`config.mk`:
```
export PLATFORM = sky130hd
export DESIGN_NAME = g711_companding_codec_flat
export DESIGN_NICKNAME = d
export VERILOG_FILES = /design/src/rtl/g711_pkg.sv /design/src/rtl/g711_if.sv /design/src/rtl/g711_mag_stage.sv /design/src/rtl/g711_seg_stage.sv /design/src/rtl/g711_pack_stage.sv /design/src/rtl/g711_companding_codec.sv /design/src/flat_wrapper.sv
export SDC_FILE = /design/constraint.sdc
export NUM_CORES = 1
export LEC_CHECK = 0
export BUFFER_PORTS_ARGS = -buffer_cell sky130_fd_sc_hd__buf_2
export CAP_MARGIN = 20
export CORE_MARGIN = 5
export CORE_UTILIZATION = 55
export DETAILED_ROUTE_END_ITERATION = 10
export GPL_ROUTABILITY_DRIVEN = 0
export PLACE_DENSITY = 0.76
export SKIP_CTS_REPAIR_TIMING = 1
export SYNTH_ARGS = -nofsm -noshare
export SYNTH_HDL_FRONTEND = slang
export SYNTH_SLANG_ARGS = --single-unit
```
`constraint.sdc`:
```
create_clock -name clk_i -period 3.1 [get_ports clk_i]
set_input_delay 0.62 -clock clk_i [delete_from_list [all_inputs] [get_ports clk_i]]
set_output_delay 0.62 -clock clk_i [all_outputs]
set_load 0.05 [all_outputs]
```
`src/rtl/g711_pkg.sv`:
```
// Shared types and constants for the G.711 companding codec.
// Depends on nothing; the stage modules and the top level import it.
`timescale 1ns / 1ps

package g711_pkg;

  localparam logic CmdEncode = 1'b0;
  localparam logic CmdDecode = 1'b1;

  localparam logic LawMu = 1'b0;
  localparam logic LawA  = 1'b1;

  localparam logic [15:0] MuBias    = 16'd132;
  localparam logic [15:0] ABias     = 16'd8;
  localparam logic [14:0] MagMax    = 15'h7FFF;
  localparam logic [15:0] MostNeg   = 16'h8000;
  localparam logic [6:0]  AXorMask  = 7'h55;
  localparam logic [7:0]  AXorCode  = 8'h55;
  localparam logic [8:0]  ASegBase  = 9'h108;
  localparam logic [7:0]  MuBase    = 8'd132;
  localparam logic [7:0]  ASeg0Bias = 8'd8;

  // Stage 1 result: biased, clipped magnitude for encode; code fields for decode.
  typedef struct packed {
    logic        cmd;
    logic        neg;
    logic [14:0] adj;
    logic [2:0]  seg;
    logic [3:0]  mant;
  } g711_s1_t;

  // Stage 2 result: segment and mantissa for encode; shifted magnitude for decode.
  typedef struct packed {
    logic        cmd;
    logic        neg;
    logic [2:0]  seg;
    logic [3:0]  mant;
    logic [14:0] dmag;
  } g711_s2_t;

  typedef struct packed {
    logic [7:0]        code_out;
    logic signed [15:0] linear_out;
  } g711_res_t;

endpackage

```
`src/rtl/g711_if.sv`:
```
// Handshake channel interfaces of the G.711 codec: input, result and config.
// Depends on nothing.
`timescale 1ns / 1ps

interface g711_in_if;
  logic               valid;
  logic               ready;
  logic               cmd;
  logic signed [15:0] linear_in;
  logic [7:0]         code_in;
  modport source (output valid, output cmd, output linear_in, output code_in, input ready);
  modport sink   (input valid, input cmd, input linear_in, input code_in, output ready);
endinterface

interface g711_out_if;
  logic               valid;
  logic               ready;
  logic [7:0]         code_out;
  logic signed [15:0] linear_out;
  modport source (output valid, output code_out, output linear_out, input ready);
  modport sink   (input valid, input code_out, input linear_out, output ready);
endinterface

interface g711_cfg_if;
  logic valid;
  logic ready;
  logic law_select;
  modport source (output valid, output law_select, input ready);
  modport sink   (input valid, input law_select, output ready);
endinterface

```
`src/rtl/g711_mag_stage.sv`:
```
// Pipeline stage 1: sign and biased, clipped magnitude for encode; code unpack
// for decode. Depends on g711_pkg.
`timescale 1ns / 1ps

module g711_mag_stage import g711_pkg::*; (
  input  logic               clk_i,
  input  logic               rst_ni,
  input  logic               law_i,
  input  logic               valid_i,
  output logic               ready_o,
  input  logic               cmd_i,
  input  logic signed [15:0] linear_i,
  input  logic [7:0]         code_i,
  output logic               valid_o,
  input  logic               ready_i,
  output g711_s1_t           data_o
);

  logic        valid_q;
  g711_s1_t    data_q, data_d;
  logic [15:0] neg_lin;
  logic [14:0] mag;
  logic [15:0] sum;
  logic [7:0]  ucode;

  always_comb begin
    neg_lin = 16'd0 - linear_i;
    if (!linear_i[15]) begin
      mag = linear_i[14:0];
    end else if (linear_i == MostNeg) begin
      mag = MagMax;
    end else begin
      mag = neg_lin[14:0];
    end
    sum = {1'b0, mag} + ((law_i == LawA) ? ABias : MuBias);

    ucode = (law_i == LawA) ? (code_i ^ AXorCode) : ~code_i;

    data_d.cmd  = cmd_i;
    data_d.adj  = sum[15] ? MagMax : sum[14:0];
    data_d.seg  = ucode[6:4];
    data_d.mant = ucode[3:0];
    if (cmd_i == CmdEncode) begin
      data_d.neg = linear_i[15];
    end else begin
      // Both laws mark negatives with bit 7 of the code byte clear.
      data_d.neg = (law_i == LawA) ? ~ucode[7] : ucode[7];
    end
  end

  assign ready_o = !valid_q || ready_i;
  assign valid_o = valid_q;
  assign data_o  = data_q;

  always_ff @(posedge clk_i or negedge rst_ni) begin
    if (!rst_ni) begin
      valid_q <= 1'b0;
    end else if (ready_o) begin
      valid_q <= valid_i;
    end
  end

  always_ff @(posedge clk_i) begin
    if (ready_o && valid_i) begin
      data_q <= data_d;
    end
  end

endmodule

```
`src/rtl/g711_seg_stage.sv`:
```
// Pipeline stage 2: leading-one segment search and mantissa extraction for
// encode; segment shift of the interval base for decode. Depends on g711_pkg.
`timescale 1ns / 1ps

module g711_seg_stage import g711_pkg::*; (
  input  logic     clk_i,
  input  logic     rst_ni,
  input  logic     law_i,
  input  logic     valid_i,
  output logic     ready_o,
  input  g711_s1_t data_i,
  output logic     valid_o,
  input  logic     ready_i,
  output g711_s2_t data_o
);

  logic        valid_q;
  g711_s2_t    data_q, data_d;
  logic [2:0]  eseg;
  logic [3:0]  eshift;
  logic [14:0] shifted;
  logic [7:0]  mu_base;
  logic [8:0]  a_base;

  always_comb begin
    // Both laws take the segment as the bit length of adj[14:8].
    eseg = 3'd0;
    for (int i = 0; i < 7; i++) begin
      if (data_i.adj[8 + i]) begin
        eseg = 3'(i + 1);
      end
    end
    if ((law_i == LawA) && (eseg == 3'd0)) begin
      eshift = 4'd4;
    end else begin
      eshift = {1'b0, eseg} + 4'd3;
    end
    shifted = data_i.adj >> eshift;

    mu_base = {1'b0, data_i.mant, 3'b000} + MuBase;
    a_base  = {1'b0, data_i.mant, 4'b0000} + ASegBase;

    data_d.cmd = data_i.cmd;
    data_d.neg = data_i.neg;
    if (data_i.cmd == CmdEncode) begin
      data_d.seg  = eseg;
      data_d.mant = shifted[3:0];
    end else begin
      data_d.seg  = data_i.seg;
      data_d.mant = data_i.mant;
    end
    if (law_i == LawMu) begin
      data_d.dmag = {7'd0, mu_base} << data_i.seg;
    end else if (data_i.seg == 3'd0) begin
      data_d.dmag = {7'd0, data_i.mant, 4'b0000} + {7'd0, ASeg0Bias};
    end else begin
      data_d.dmag = {6'd0, a_base} << (data_i.seg - 3'd1);
    end
  end

  assign ready_o = !valid_q || ready_i;
  assign valid_o = valid_q;
  assign data_o  = data_q;

  always_ff @(posedge clk_i or negedge rst_ni) begin
    if (!rst_ni) begin
      valid_q <= 1'b0;
    end else if (ready_o) begin
      valid_q <= valid_i;
    end
  end

  always_ff @(posedge clk_i) begin
    if (ready_o && valid_i) begin
      data_q <= data_d;
    end
  end

endmodule

```
`src/rtl/g711_pack_stage.sv`:
```
// Pipeline stage 3 and output register: code byte packing for encode, mu-law bias
// removal and sign for decode. Depends on g711_pkg.
`timescale 1ns / 1ps

module g711_pack_stage import g711_pkg::*; (
  input  logic      clk_i,
  input  logic      rst_ni,
  input  logic      law_i,
  input  logic      valid_i,
  output logic      ready_o,
  input  g711_s2_t  data_i,
  output logic      valid_o,
  input  logic      ready_i,
  output g711_res_t data_o
);

  logic        valid_q;
  g711_res_t   data_q, data_d;
  logic [15:0] wide;
  logic [15:0] dec;

  always_comb begin
    wide = {1'b0, data_i.dmag};
    if (law_i == LawMu) begin
      dec = data_i.neg ? (MuBias - wide) : (wide - MuBias);
    end else begin
      dec = data_i.neg ? (16'd0 - wide) : wide;
    end

    data_d.code_out   = 8'd0;
    data_d.linear_out = 16'sd0;
    if (data_i.cmd == CmdEncode) begin
      if (law_i == LawMu) begin
        data_d.code_out = ~{data_i.neg, data_i.seg, data_i.mant};
      end else begin
        data_d.code_out = {~data_i.neg, {data_i.seg, data_i.mant} ^ AXorMask};
      end
    end else begin
      data_d.linear_out = signed'(dec);
    end
  end

  assign ready_o = !valid_q || ready_i;
  assign valid_o = valid_q;
  assign data_o  = data_q;

  always_ff @(posedge clk_i or negedge rst_ni) begin
    if (!rst_ni) begin
      valid_q <= 1'b0;
    end else if (ready_o) begin
      valid_q <= valid_i;
    end
  end

  always_ff @(posedge clk_i) begin
    if (ready_o && valid_i) begin
      data_q <= data_d;
    end
  end

endmodule

```
`src/rtl/g711_companding_codec.sv`:
```
// Top level of the G.711 mu-law / A-law codec: law register and three-stage
// pipeline. Depends on g711_pkg, g711_if and the three stage modules.
`timescale 1ns / 1ps

// G.711 compander. Each beat on in_i either encodes a signed 16-bit sample
// (cmd 0) into a code byte or decodes a code byte (cmd 1) into a sample; the
// unused output field of a result reads zero. The law (0 mu-law, 1 A-law)
// comes from a one-bit register written on cfg_i, which is always ready and
// resets to mu-law; write it only while no beats are in flight. The datapath
// is a three-stage pipeline (magnitude and bias, segment search, packing)
// whose last stage is the output register; a beat passes through the stage 1
// and 2 registers into it, and one beat is taken every cycle while out_o is
// ready. When out_o stalls, the empty stages ahead of the output still fill,
// and in_i drops ready only once all three stages hold a beat.
module g711_companding_codec import g711_pkg::*; (
  input  logic        clk_i,
  input  logic        rst_ni,
  g711_in_if.sink     in_i,
  g711_out_if.source  out_o,
  g711_cfg_if.sink    cfg_i
);

  logic      law_q;
  logic      v1, v2, r1, r2, r3;
  g711_s1_t  s1;
  g711_s2_t  s2;
  g711_res_t res;

  assign cfg_i.ready = 1'b1;

  always_ff @(posedge clk_i or negedge rst_ni) begin
    if (!rst_ni) begin
      law_q <= LawMu;
    end else if (cfg_i.valid) begin
      law_q <= cfg_i.law_select;
    end
  end

  g711_mag_stage u_mag (
    .clk_i    (clk_i),
    .rst_ni   (rst_ni),
    .law_i    (law_q),
    .valid_i  (in_i.valid),
    .ready_o  (r1),
    .cmd_i    (in_i.cmd),
    .linear_i (in_i.linear_in),
    .code_i   (in_i.code_in),
    .valid_o  (v1),
    .ready_i  (r2),
    .data_o   (s1)
  );

  g711_seg_stage u_seg (
    .clk_i   (clk_i),
    .rst_ni  (rst_ni),
    .law_i   (law_q),
    .valid_i (v1),
    .ready_o (r2),
    .data_i  (s1),
    .valid_o (v2),
    .ready_i (r3),
    .data_o  (s2)
  );

  g711_pack_stage u_pack (
    .clk_i   (clk_i),
    .rst_ni  (rst_ni),
    .law_i   (law_q),
    .valid_i (v2),
    .ready_o (r3),
    .data_i  (s2),
    .valid_o (out_o.valid),
    .ready_i (out_o.ready),
    .data_o  (res)
  );

  assign in_i.ready       = r1;
  assign out_o.code_out   = res.code_out;
  assign out_o.linear_out = res.linear_out;

  // Input backs up only when every stage holds a beat.
  assert property (@(posedge clk_i) disable iff (!rst_ni)
    !in_i.ready |-> (v1 && v2 && out_o.valid))
    else $error("input stalled while the pipeline has room");

  // An accepted beat lands in stage 1.
  assert property (@(posedge clk_i) disable iff (!rst_ni)
    (in_i.valid && in_i.ready) |=> v1)
    else $error("accepted beat lost at stage 1");

  // A beat waiting in stage 2 moves to the output or stays; it never vanishes.
  assert property (@(posedge clk_i) disable iff (!rst_ni)
    v2 |=> (out_o.valid && $past(r3)) || v2)
    else $error("stage 2 beat dropped");

endmodule
```
`src/flat_wrapper.sv`:
```
// flat-port wrapper written by rule: the top's interface ports become plain ports
module g711_companding_codec_flat import g711_pkg::*;
  (clk_i, rst_ni, in_i_valid, in_i_cmd, in_i_linear_in, in_i_code_in, in_i_ready, out_o_valid, out_o_code_out, out_o_linear_out, out_o_ready, cfg_i_valid, cfg_i_law_select, cfg_i_ready);
  g711_in_if in_i_i ();
  g711_out_if out_o_i ();
  g711_cfg_if cfg_i_i ();
  input  logic clk_i;
  input  logic rst_ni;
  input wire logic [$bits(in_i_i.valid)-1:0] in_i_valid;
  input wire logic [$bits(in_i_i.cmd)-1:0] in_i_cmd;
  input wire logic [$bits(in_i_i.linear_in)-1:0] in_i_linear_in;
  input wire logic [$bits(in_i_i.code_in)-1:0] in_i_code_in;
  output wire logic [$bits(in_i_i.ready)-1:0] in_i_ready;
  output wire logic [$bits(out_o_i.valid)-1:0] out_o_valid;
  output wire logic [$bits(out_o_i.code_out)-1:0] out_o_code_out;
  output wire logic [$bits(out_o_i.linear_out)-1:0] out_o_linear_out;
  input wire logic [$bits(out_o_i.ready)-1:0] out_o_ready;
  input wire logic [$bits(cfg_i_i.valid)-1:0] cfg_i_valid;
  input wire logic [$bits(cfg_i_i.law_select)-1:0] cfg_i_law_select;
  output wire logic [$bits(cfg_i_i.ready)-1:0] cfg_i_ready;
  assign in_i_i.valid = in_i_valid;
  assign in_i_i.cmd = in_i_cmd;
  assign in_i_i.linear_in = in_i_linear_in;
  assign in_i_i.code_in = in_i_code_in;
  assign in_i_ready = in_i_i.ready;
  assign out_o_valid = out_o_i.valid;
  assign out_o_code_out = out_o_i.code_out;
  assign out_o_linear_out = out_o_i.linear_out;
  assign out_o_i.ready = out_o_ready;
  assign cfg_i_i.valid = cfg_i_valid;
  assign cfg_i_i.law_select = cfg_i_law_select;
  assign cfg_i_ready = cfg_i_i.ready;
  g711_companding_codec u_core (.clk_i(clk_i), .rst_ni(rst_ni), .in_i(in_i_i), .out_o(out_o_i), .cfg_i(cfg_i_i));
endmodule
```
==> metrics.md, run 1 <==
| Metric | Value |
|---|---|
| Reg clk slew, reported paths | `0.07 ns` |
| Top Usage Layer GRT | `met2` |
| Post-synth EDFFs | `just under 70` |
| Sw Pwr | `about 0.001 W` |
| Fin area | `just under 6000 um2` |
| Post-Syn Area | `4927 um2` |
| Fraction of layout instances using a drive strength above 1 | `between 20% and 30%` |
| Yosys Warn Count | `0` |
| Worst slew margin | `31.96%` |
| Crit. End Element | `register` |
| Post-synthesis sequential area ratio | `43.47%` |
| Ys async rst share | `5.556%` |
| Final hold viol count | `0` |
| Wire length per cell | `14.59 um` |
| Sink Count | `around 70` |
| Filler cell count | `673` |
| Die Span Y | `104.7 um` |
| Post-DP HPWL | `8153 um` |
| Syn Area/Cell | `9.586 um2` |
| Main combinational cell family by area after synthesis | `simple AND/OR/NAND/NOR gates` |
| 1st-pass router iterations | `5` |
| Cell variety after synth | `68` |
| Critical path class | `register to register` |
| CP Data Arrival Time | `3.08 ns` |
| I/O pin cnt | `58` |
| Post-route ant nets | `0` |
| CTS tree | `done` |
| First-pass GRT wire length | `17400 um` |
| Status | `finished clean` |
| Final TNS setup | `0 ns` |
| Adder-cell share of the synthesized area | `3.454%` |
| Worst skew pair latency | `0.35 ns` |
| Area Growth Syn to Fin | `18.41%` |
| Tmin final | `2.923 ns` |
| Switching portion of total power | `33.31%` |
| Crit start category | `register` |
| Core area | `around 8700 um2` |
| Core Util, Final | `approximately 67%` |
| H-tree depth | `3` |
| Port bufs | `54` |
| ANT cells | `0` |
| Reg power frac | `43.8%` |
| M2 GR Usage | `31.99%` |
| Mapped Cells | `roughly 510` |
| Leakage | `around 2.4 nW` |
| Max cap viols | `0` |
| Slowest-stage cell, CP | `edfxtp_1` |
| RSZ-0062 raised after global routing | `no` |
| CP max stage delay | `about 0.5 ns` |
| Slew Limit Fails | `0` |
| Slew of the pin with the lowest slew margin | `1.021 ns` |
| Fraction of the mapped netlist area in simple logic gates | `19.38%` |
| Rows | `34` |
| Met1 Resource Use GR | `23.81%` |
| Root buffer cell | `clkbuf_8` |
| Initial Utilization | `56.50%` |
| GR Util All Layers | `18.93%` |
| Final clock period utilization by the worst path | `94.27%` |
| Dpl cell area | `5607 um2` |
| DR vias/cell | `5.789` |
| Residual DRC count | `0` |
| Die area | `10950 um2` |
| Fmax | `0.3422 GHz` |
| Pwr per Cell Area | `517.6 nW/um2` |
| R2r worst-path depth | `10` |
| Crit-path max FO | `7` |
| Number of global-route vias before repair | `approximately 4k` |
| Total CTS buffers | `9` |
| Internal power | `about 0.0020 W` |
| GR Util met3 | `3.637%` |
| Post-Synth XOR/XNOR Area | `5.510%` |
| Overflow after GRT | `0` |
| Drt total wl | `10430 um` |
| Clk buf depth | `2` |
| Post-synthesis compound-gate area fraction | `16.89%` |
| Clk pwr share | `26.9%` |
| Yosys reg bits | `72` |
| Worst min path class | `input pin to asynchronous set/reset pin` |
| VDD IR max | `0.2223 mV` |
| Multiplexer share of the synthesized area | `7.110%` |
| Initial antenna violation count | `0` |
| Nets | `646` |
| Largest net degree at the start of global routing | `34` |
| Worst endpoint required time | `3.26 ns` |
| Clock skew | `slightly above 0.009 ns` |
| Final Setup Violations | `0` |
| Most used DFF post-synth | `edfxtp_1` |
| Die width | `104.7 um` |
| DR iter-0 viols | `261` |
| Comb pwr share | `between 20% and 30%` |
| Cells along the critical path | `nor2_1, o21ai_0, and2_1, ha_1, xor2_1, a21oi_1, o21a_1, o21ai_0, o22ai_1, a311oi_1` |
| Cell with the most instances on the worst path | `o21ai_0` |
| Via Count | `4139` |
## placed cells by master (no fill, tap or decap), types with 10 or more instances in the layout
cell type	instances
buf_4	51
mux2i_1	26
xor2_1	19
inv_1	15
o21ai_0	31
a21oi_1	25
xnor2_1	12
edfxtp_1	68
buf_2	54
nand3_1	13
nor3_1	13
nor2_1	61
or3_1	10
nand2_1	45
ha_1	12
## Yosys cell counts (all sizes together) (3+ instances only)
master	count	area, um2
a21oi	25	125.1
nor2	61	229.0
o21ai	35	182.7
buf	9	63.80
dfrtp	4	100.1
or4b	3	37.54
or4	3	30.03
edfxtp	68	2042
ha	12	150.1
mux2i	26	260.3
o21a	3	22.52
nand2	45	168.9
nor2b	6	37.54
inv	15	56.30
a211oi	9	67.56
nor4	3	18.77
nor4b	3	26.28
o22ai	6	37.54
nand3	14	70.07
xnor2	12	105.1
or3	11	73.82
and2	8	50.05
clkbuf	20	75.07
and3	3	18.77
mux2	6	67.56
nand2b	10	62.56
nor3	15	80.08
o31ai	9	67.56
o221ai	3	26.28
a31oi	7	43.79
xor2	19	166.4
o41ai	4	35.03
## layer usage
metal	up-vias	routed length, um
li1	2077	-
met2	127	5095
met1	1918	4505
met4	0	212
met3	17	617
met5	-	0
## area by class of cell
| class | instances | area, um2 | share of cell area (%) |
|---|---|---|---|
| inverters | 16 | 60.06 | 1.029 |
| clock buffers | 9 | 123.9 | 2.123 |
| clock inverters | 7 | 96.34 | 1.651 |
| flip-flops and latches | 72 | 2142 | 36.71 |
| multi-input cells | 398 | 2624 | 44.97 |
| repair buffers | 105 | 653.1 | 11.19 |
| well taps | 108 | 135.1 | 2.316 |
## per-stage QoR
stage,setup WS (ns),hold WS [ns],total power [W],std cells
after floorplan,-0.01922,0.3244,0.001975,515
after global placement,-0.1224,0.4250,0.002192,699
after detailed placement,-0.2374,0.4324,0.002224,699
after CTS,0.1974,0.04954,0.003032,715
after global routing,0.01082,0.05610,0.003178,715
final,0.1775,0.06332,0.003020,715
## worst max-delay path: cells and delay by family (launching register included)
kind | cells | cell delay, ns
adder cells (fa/ha/maj) | 1 | 0.27
flip-flops | 1 | 0.50
XOR/XNOR | 1 | 0.25
AND/OR/NAND/NOR | 2 | 0.42
AO/OA/AOI/OAI | 6 | 1.29
## kinds of logic after synthesis
logic type / count (synthesis)
AOI/OAI and AO/OA: 126
xor gates and xnor gates: 31
adders and majority gates: 13
buffers and inverters: 45
DFF: 72
muxes: 33
other: 2
and+or+nand+nor: 192
## path summary, 6_finish.rpt
check | start | end | slack (ns)
setup reg to reg | u_core.u_mag.data_o[20]$_SDFFCE_PP1P_ | u_core.u_seg.data_o[15]$_DFFE_PP_ | 0.18
max in group asynchronous | rst_ni | u_core.u_seg.valid_o$_DFFE_PN0P_ | 2.92
min in group clk_i | in_i_cmd | u_core.u_mag.data_o[23]$_DFFE_PP_ | 0.46
hold / removal | rst_ni | u_core.u_pack.valid_o$_DFFE_PN0P_ | 0.06
setup / recovery | u_core.u_mag.data_o[20]$_SDFFCE_PP1P_ | u_core.u_seg.data_o[15]$_DFFE_PP_ | 0.18
hold reg to reg | u_core.u_mag.data_o[22]$_DFFE_PP_ | u_core.u_seg.data_o[22]$_DFFE_PP_ | 0.47
## power by group through the flow
stage	Clock, W	Sequential, W	Combinational, W
floorplan	0	0.00145	0.000530
global placement	0	0.00134	0.000855
detailed placement	0	0.00134	0.000879
global route	0.000866	0.00134	0.000971
finish	0.000812	0.00132	0.000885
CTS	0.000827	0.00132	0.000883
## flip-flops by register name, indices dropped and copies added, names as in the netlist
signal	count
u_core.u_mag.valid_o	1
u_core.law_q	1
u_core.u_mag.data_o	24
u_core.u_seg.data_o	22
u_core.u_pack.valid_o	1
u_core.u_seg.valid_o	1
u_core.u_pack.data_o	22
Power figures use the tool's default switching activity.
==> run 2: changes to the inputs <==
--- a/config.mk
+++ b/config.mk
@@ -11,7 +11,7 @@
 export CORE_UTILIZATION = 55
 export DETAILED_ROUTE_END_ITERATION = 10
 export GPL_ROUTABILITY_DRIVEN = 0
-export PLACE_DENSITY = 0.76
+export PLACE_DENSITY_LB_ADDON = 0.25
 export SKIP_CTS_REPAIR_TIMING = 1
 export SYNTH_ARGS = -nofsm -noshare
 export SYNTH_HDL_FRONTEND = slang
==> run 2 against run 1 <==
Compared with the run above: setup slack got worse by 0.038 ns; global-route usage rose by 0.66 points; sequential power barely moved; critical endpoint unchanged.
==> metrics.md, run 2 (same netlist as run 1, synthesis figures left out) <==
| Metric | Value |
|---|---|
| DR iter-0 viols | `172 (-34%)` |
| Switching portion of total power | `33.13% (-0.18 points)` |
| Sink Count | `72 (unchanged)` |
| Root buffer cell | `clkbuf_8` |
| Rows | `34 (unchanged)` |
| Reg clk slew, reported paths | `0.08 ns (about the same)` |
| Placed insts | `704 (+0.72%)` |
| Worst endpoint required time | `3.25 ns (about the same)` |
| Drt total wl | `10760 um (+3.2%)` |
| Core area | `8721 um2 (unchanged)` |
| CP max stage delay | `0.51 ns (about the same)` |
| Worst min path class | `input pin to asynchronous set/reset pin` |
| GR Util All Layers | `19.60% (+0.66 points)` |
| Die Span Y | `104.7 um (unchanged)` |
| Fraction of layout instances using a drive strength above 1 | `24.80% (+0.91 points)` |
| VDD IR max | `0.2598 mV (+17%)` |
| Slowest-stage cell, CP | `edfxtp_1` |
| Cells along the critical path | `nor2_1, o21ai_0, and2_1, ha_1, nand3_1, nand3_2, buf_4, mux2i_1, mux2_2, a311oi_1` |
| Top Usage Layer GRT | `met2` |
| Commonest non-fill, non-tap cell in the layout | `edfxtp_1` |
| Total CTS buffers | `9 (unchanged)` |
| CP Data Arrival Time | `3.11 ns (+0.03 ns)` |
| Reg-to-reg critical path startpoint | `u_core.u_mag.data_o[20]$_SDFFCE_PP1P_` |
| Final hold viol count | `0 (unchanged)` |
| R2r worst-path depth | `10 (unchanged)` |
| Initial antenna violation count | `0 (unchanged)` |
| Sw Pwr | `0.001003 W (-0.33%)` |
| Final clock period utilization by the worst path | `95.51% (+1.2 points)` |
| Overall power | `0.003027 W (+0.21%)` |
| Worst reg2reg endpoint | `u_core.u_seg.data_o[15]$_DFFE_PP_` |
| I/O pin cnt | `58 (unchanged)` |
| Minimum setup slack among reg-to-reg paths | `0.14 ns (-0.04 ns)` |
| Die area | `10950 um2 (unchanged)` |
| Number of global-route vias before repair | `4007 (+1.6%)` |
| Final TNS setup | `0 ns (unchanged)` |
| Largest net degree at the start of global routing | `35 (+2.9%)` |
| Worst skew pair latency | `0.34 ns (about the same)` |
| Slew of the pin with the lowest slew margin | `0.9253 ns (-0.09532 ns)` |
| Crit-path max FO | `11 (+4)` |
| Crit path max-delay family | `simple AND/OR/NAND/NOR gates` |
| Crit start category | `register` |
| Clk buf depth | `2 (unchanged)` |
| GR Util met3 | `2.713% (-0.92 points)` |
| Initial Utilization | `56.50% (unchanged)` |
| Reg power frac | `43.8% (about the same)` |
| Clock skew | `0.01272 ns (+0.003555 ns)` |
| H-tree depth | `3 (unchanged)` |
| Comb pwr share | `29.9% (+0.6 points)` |
| Worst slew margin | `38.32% (+6.4 points)` |
| First-pass GRT wire length | `18170 um (+4.4%)` |
| Tmin final | `2.961 ns (+0.03834 ns)` |
| Pwr per Cell Area | `513.1 nW/um2 (-0.87%)` |
| Nets | `652 (+0.93%)` |
| Die width | `104.7 um (unchanged)` |
| Crit path buffers/inverters | `1 (+1)` |
| Met1 Resource Use GR | `25.49% (+1.7 points)` |
| Wire length per cell | `14.92 um (+2.3%)` |
| Status | `finished clean` |
| CTS tree | `done` |
| Crit. End Element | `register` |
| M2 GR Usage | `32.67% (+0.68 points)` |
| Area Growth Syn to Fin | `19.71%` |
| DR vias/cell | `5.777 (-0.21%)` |
| ANT cells | `0 (unchanged)` |
| Via Count | `4165 (+0.63%)` |
| Final Setup Violations | `0 (unchanged)` |
| Internal power | `0.002024 W (+0.48%)` |
| Post-DP HPWL | `8166 um (+0.15%)` |
| Residual DRC count | `0 (unchanged)` |
| Max reg flops | `24 (unchanged)` |
| 1st-pass router iterations | `4 (-1)` |
| Leakage | `2.406 nW (+1.8%)` |
| Slew Limit Fails | `0 (unchanged)` |
| Clk pwr share | `26.3% (-0.6 points)` |
| Max cap viols | `0 (unchanged)` |
| Port bufs | `54 (unchanged)` |
| Critical path class | `register to register` |
| Fmax | `0.3377 GHz (-1.3%)` |
| Layout Cells excl Fill | `721 (+0.84%)` |
| Core Util, Final | `67.63% (+0.73 points)` |
| Overflow after GRT | `0 (unchanged)` |
| Most frequent cells in the layout | `edfxtp_1, nor2_1, buf_4` |
| Post-route ant nets | `0 (unchanged)` |
[run 2: power by group through the flow]
stage,clock network [W],logic (W),registers (W)
after global placement,0,0.000862,0.00134
after detailed placement,0,0.000887,0.00134
after floorplan,0,0.000530,0.00145
final,0.000796,0.000904,0.00133
after global routing,0.000847,0.000997,0.00134
after CTS,0.000813,0.000892,0.00132
[run 2: how the worst max path moves through the flow]
stage                                                from                                    end  slack, ns  depth (start not counted)
finish              u_core.u_mag.data_o[20]$_SDFFCE_PP1P_      u_core.u_seg.data_o[15]$_DFFE_PP_       0.14                         10
global route        u_core.u_mag.data_o[20]$_SDFFCE_PP1P_      u_core.u_seg.data_o[15]$_DFFE_PP_     -0.008                         10
CTS                 u_core.u_mag.data_o[20]$_SDFFCE_PP1P_      u_core.u_seg.data_o[15]$_DFFE_PP_       0.02                         10
detailed placement                      in_i_linear_in[3]  u_core.u_mag.data_o[21]$_SDFFCE_PP1P_      -0.19                         12
global placement                        in_i_linear_in[3]  u_core.u_mag.data_o[21]$_SDFFCE_PP1P_      -0.13                         12
floorplan                               in_i_linear_in[3]  u_core.u_mag.data_o[21]$_SDFFCE_PP1P_      -0.02                         12
[run 2: per-layer routing]
| metal | vias up | share of wire (%) | wire, um |
|---|---|---|---|
| li1 | 2090 | - | - |
| met1 | 1916 | 44 | 4752 |
| met2 | 134 | 48 | 5209 |
| met3 | 25 | 5.3 | 572 |
| met4 | 0 | 2.1 | 225 |
| met5 | - | 0 | 0 |
[run 2: final cells by class]
type | instances | area (um2)
Clock buffer | 10 | 127.6
Clock inverter | 6 | 82.58
Tap cell | 108 | 135.1
Inverter | 16 | 60.06
Multi-Input combinational cell | 398 | 2633
Fill cell | 659 | 2823
Timing Repair Buffer | 111 | 718.2
Sequential cell | 72 | 2142
[run 2: through the flow]
stage	area, um2	hold slack [ns]	setup WS, ns
floorplan	4964	0.3244	-0.01922
global placement	5644	0.4255	-0.1295
detailed placement	5644	0.4297	-0.1930
CTS	5854	0.05534	0.02330
global route	5898	0.06306	-0.007595
finish	5898	0.06420	0.1392
